==> src/sia_div_stage.sv <==
// One restoring-division step: quotient bit Step (counted from the top).
module sia_div_stage #(
    parameter int unsigned W    = 32,
    parameter int unsigned Step = 0
) (
    input  logic [W-1:0] i_rem,
    input  logic [W-1:0] i_quo,
    input  logic [W-1:0] i_den,
    output logic [W-1:0] o_rem,
    output logic [W-1:0] o_quo
);
    localparam int unsigned Bit = W - 1 - Step;
    logic [W:0] trial;
    logic [W:0] diff;
    always_comb begin
        trial = {i_rem, i_quo[Bit]};
        diff  = trial - {1'b0, i_den};
        o_quo = i_quo;
        if (!diff[W]) begin
            o_rem      = diff[W-1:0];
            o_quo[Bit] = 1'b1;
        end else begin
            o_rem = trial[W-1:0];
            o_quo[Bit] = 1'b0;
        end
    end
endmodule

==> config.mk <==
export PLATFORM = sky130hd
export DESIGN_NAME = sia_div_stage
export DESIGN_NICKNAME = d
export VERILOG_FILES = /design/src/sia_div_stage.sv
export SDC_FILE = /design/constraint.sdc
export NUM_CORES = 1
export LEC_CHECK = 0
export BUFFER_PORTS_ARGS = -buffer_cell sky130_fd_sc_hd__clkbuf_2
export CAP_MARGIN = 15
export CORE_MARGIN = 2
export CORE_UTILIZATION = 35
export DETAILED_ROUTE_END_ITERATION = 8
export GPL_TIMING_DRIVEN = 0
export PLACE_DENSITY = 0.77
export SLEW_MARGIN = 5
export SYNTH_ARGS = -nofsm -noshare
export SYNTH_HDL_FRONTEND = slang
export SYNTH_SLANG_ARGS = --single-unit
==> constraint.sdc <==
create_clock -name vclk -period 4
set_clock_uncertainty 0.15 [all_clocks]
set_input_delay 0.4 -clock vclk [all_inputs]
set_output_delay 0.4 -clock vclk [all_outputs]
set_load 0.05 [all_outputs]
==> reports/results.txt <==
Outcome: finished, final reports clean
Least-Margin Pin Slew: 0.4834 ns
Pwr/cell area: 267.4 mW/mm2
Pleak: 1.980 nW
Cell row count: 31
Post-DP HPWL: 6.914 mm
Mapped cell area: 0.002686 mm2
Die width: 91.61 um
Fin area: 0.003501 mm2
Max Slew Vio Count: 0
Grt ovf: 0
Seq/Total Area, Yosys: 0%
Largest net degree at the start of global routing: 11
Die height: 91.61 um
IO Port Bufs: 129
PnR worst setup slack: 0.1416 ns
Setup tns final: 0 ns
First-pass GRT wire length: 12.52 mm
Seq cells: 0
Starting Density: 36.64%
Crit path required time: 3.45 ns
IO Pins: 160
Vias in the first global route: 2782
Syn nets: 520
Cells after synthesis: 391
IR drop worst, VDD: 0.0001483 V
Fin crit share: 96.46%
Area Overhead vs Synth: 30.32%
Leading cell type in the layout, fill and taps excluded: clkbuf_2
# hold bufs at CTS: 0
Iter 0 DRT Violations: 95
Nets: 653
Fmax: 259.2 MHz
Initial antenna violation count: 0
Ys Warns: 0
Drt wl/cell: 12.76 um
Final setup vio count: 0
Ant diodes: 0
First-pass iteration count of the detailed router: 4
Gpl congestion: 0.8944
Crit path max fanout: 10
Crit. End Element: primary output
Fin cells: 621
Area of placed instances: 0.003456 mm2
Fin. Hold Viols: 0
Most frequent cells in the layout: 126 x clkbuf_2, 44 x nand2_1, 41 x inv_1, 33 x buf_4, 32 x ha_1
Post-DRT Antenna Nets: 0
Via/cell ratio: 5.103
Unrepaired setup endpoints after global routing: no
Worst Hold Class: in2out
Post-place setup slack: -0.1089 ns
Global Route Usage Sum: 17.36%
Post-Syn Area per Cell: 6.870 um2
Post-Route WL: 7.922 mm
Critical Path Source Type: input pin
Slew headroom: 66.94%
Total of max-cap violations: 0
Number of clock buffers in the layout: 0
Crit path kind: in2out
Share of layout cells above drive strength 1: 37.16%
Cell count after placement: 619
Worst EP arrival: 3.31 ns
Hold slack: 0.9772 ns
Storage cell area: 0 um2
Vias post-DR: 3169
Core Area: 0.007331 mm2
Final Critical Period: 3.858 ns
DR DRC count: 0
Die ar.: 0.008392 mm2
Distinct cells, synth: 49
[cells in the mapped netlist (all sizes together) (9+ instances only)]
cell type	count	area share, %
nand2	44	6.1
inv	42	5.9
a21oi	36	7.3
buf	35	10
ha	32	15
o21ai	24	4.5
mux2	18	10
nor2	16	2.2
a21o	15	4.2
xnor2	14	4.6
clkbuf	11	1.5
nand3	11	2.0
xor2	10	3.3
o211ai	9	3.0
[report_power, final]
part / switching (mW) / leakage [nW] / total, mW / internal [mW]
registers: 0 / 0 / 0 / 0
clock network: 0 / 0 / 0 / 0
logic: 0.619 / 1.98 / 0.936 / 0.317
total: 0.619 / 1.98 / 0.936 / 0.317
[area by class of cell]
cell class,count,area (um2)
repair buffers,131,665.6
inverters,42,157.7
plain buffers,46,319.1
well taps,99,123.9
fillers,770,3830
multi-input cells,303,2235
[worst paths after layout]
path | from | endpoint | depth (start not counted)
setup / recovery | i_den[13] | o_rem[31] | 13
hold / removal | i_quo[17] | o_quo[17] | 2
[metrics by stage]
stage               power, mW  utilization [%]
floorplan              0.7330                -
global placement       0.9201            47.14
detailed placement     0.9267            47.14
CTS                    0.9312            47.26
global route            1.000            47.76
finish                 0.9361            47.76
[critical path, cell delays in order]
cell	delay [ns]
clkbuf_2	0.09
inv_1	0.04
ha_1	0.37
a21oi_2	0.24
o211ai_1	0.13
a221o_1	0.35
a211o_1	0.32
o21a_1	0.22
o211ai_4	0.33
inv_2	0.09
buf_6	0.18
mux2_4	0.30
clkbuf_2	0.24
[per-layer routing]
metal	GRT usage, %	up-vias	wire length, um
met5	0	-	0
met4	0.6313	0	31
met3	1.233	4	570
met2	31.50	120	3806
met1	23.57	1423	3514
li1	-	1622	-
[cells by family (layout without fill, tap and decap cells)]
family          Yosys count  after routing  share of synthesized area (%)
buf+inv                  88            219                          17.51
xor+xnor                 24             24                          7.825
compound gates          120            120                          29.67
mux                      18             18                          10.06
simple gates            108            108                          19.28
fa+ha+maj                33             33                          15.65
[repair_timing]
item / in CTS / in global routing
pin swaps: 0 / 2
setup buffers: 0 / 2
setup endpoints to repair: 11 / 32
cloned: 0 / 0
resized for setup: 3 / 11
Power figures use the tool's default switching activity.
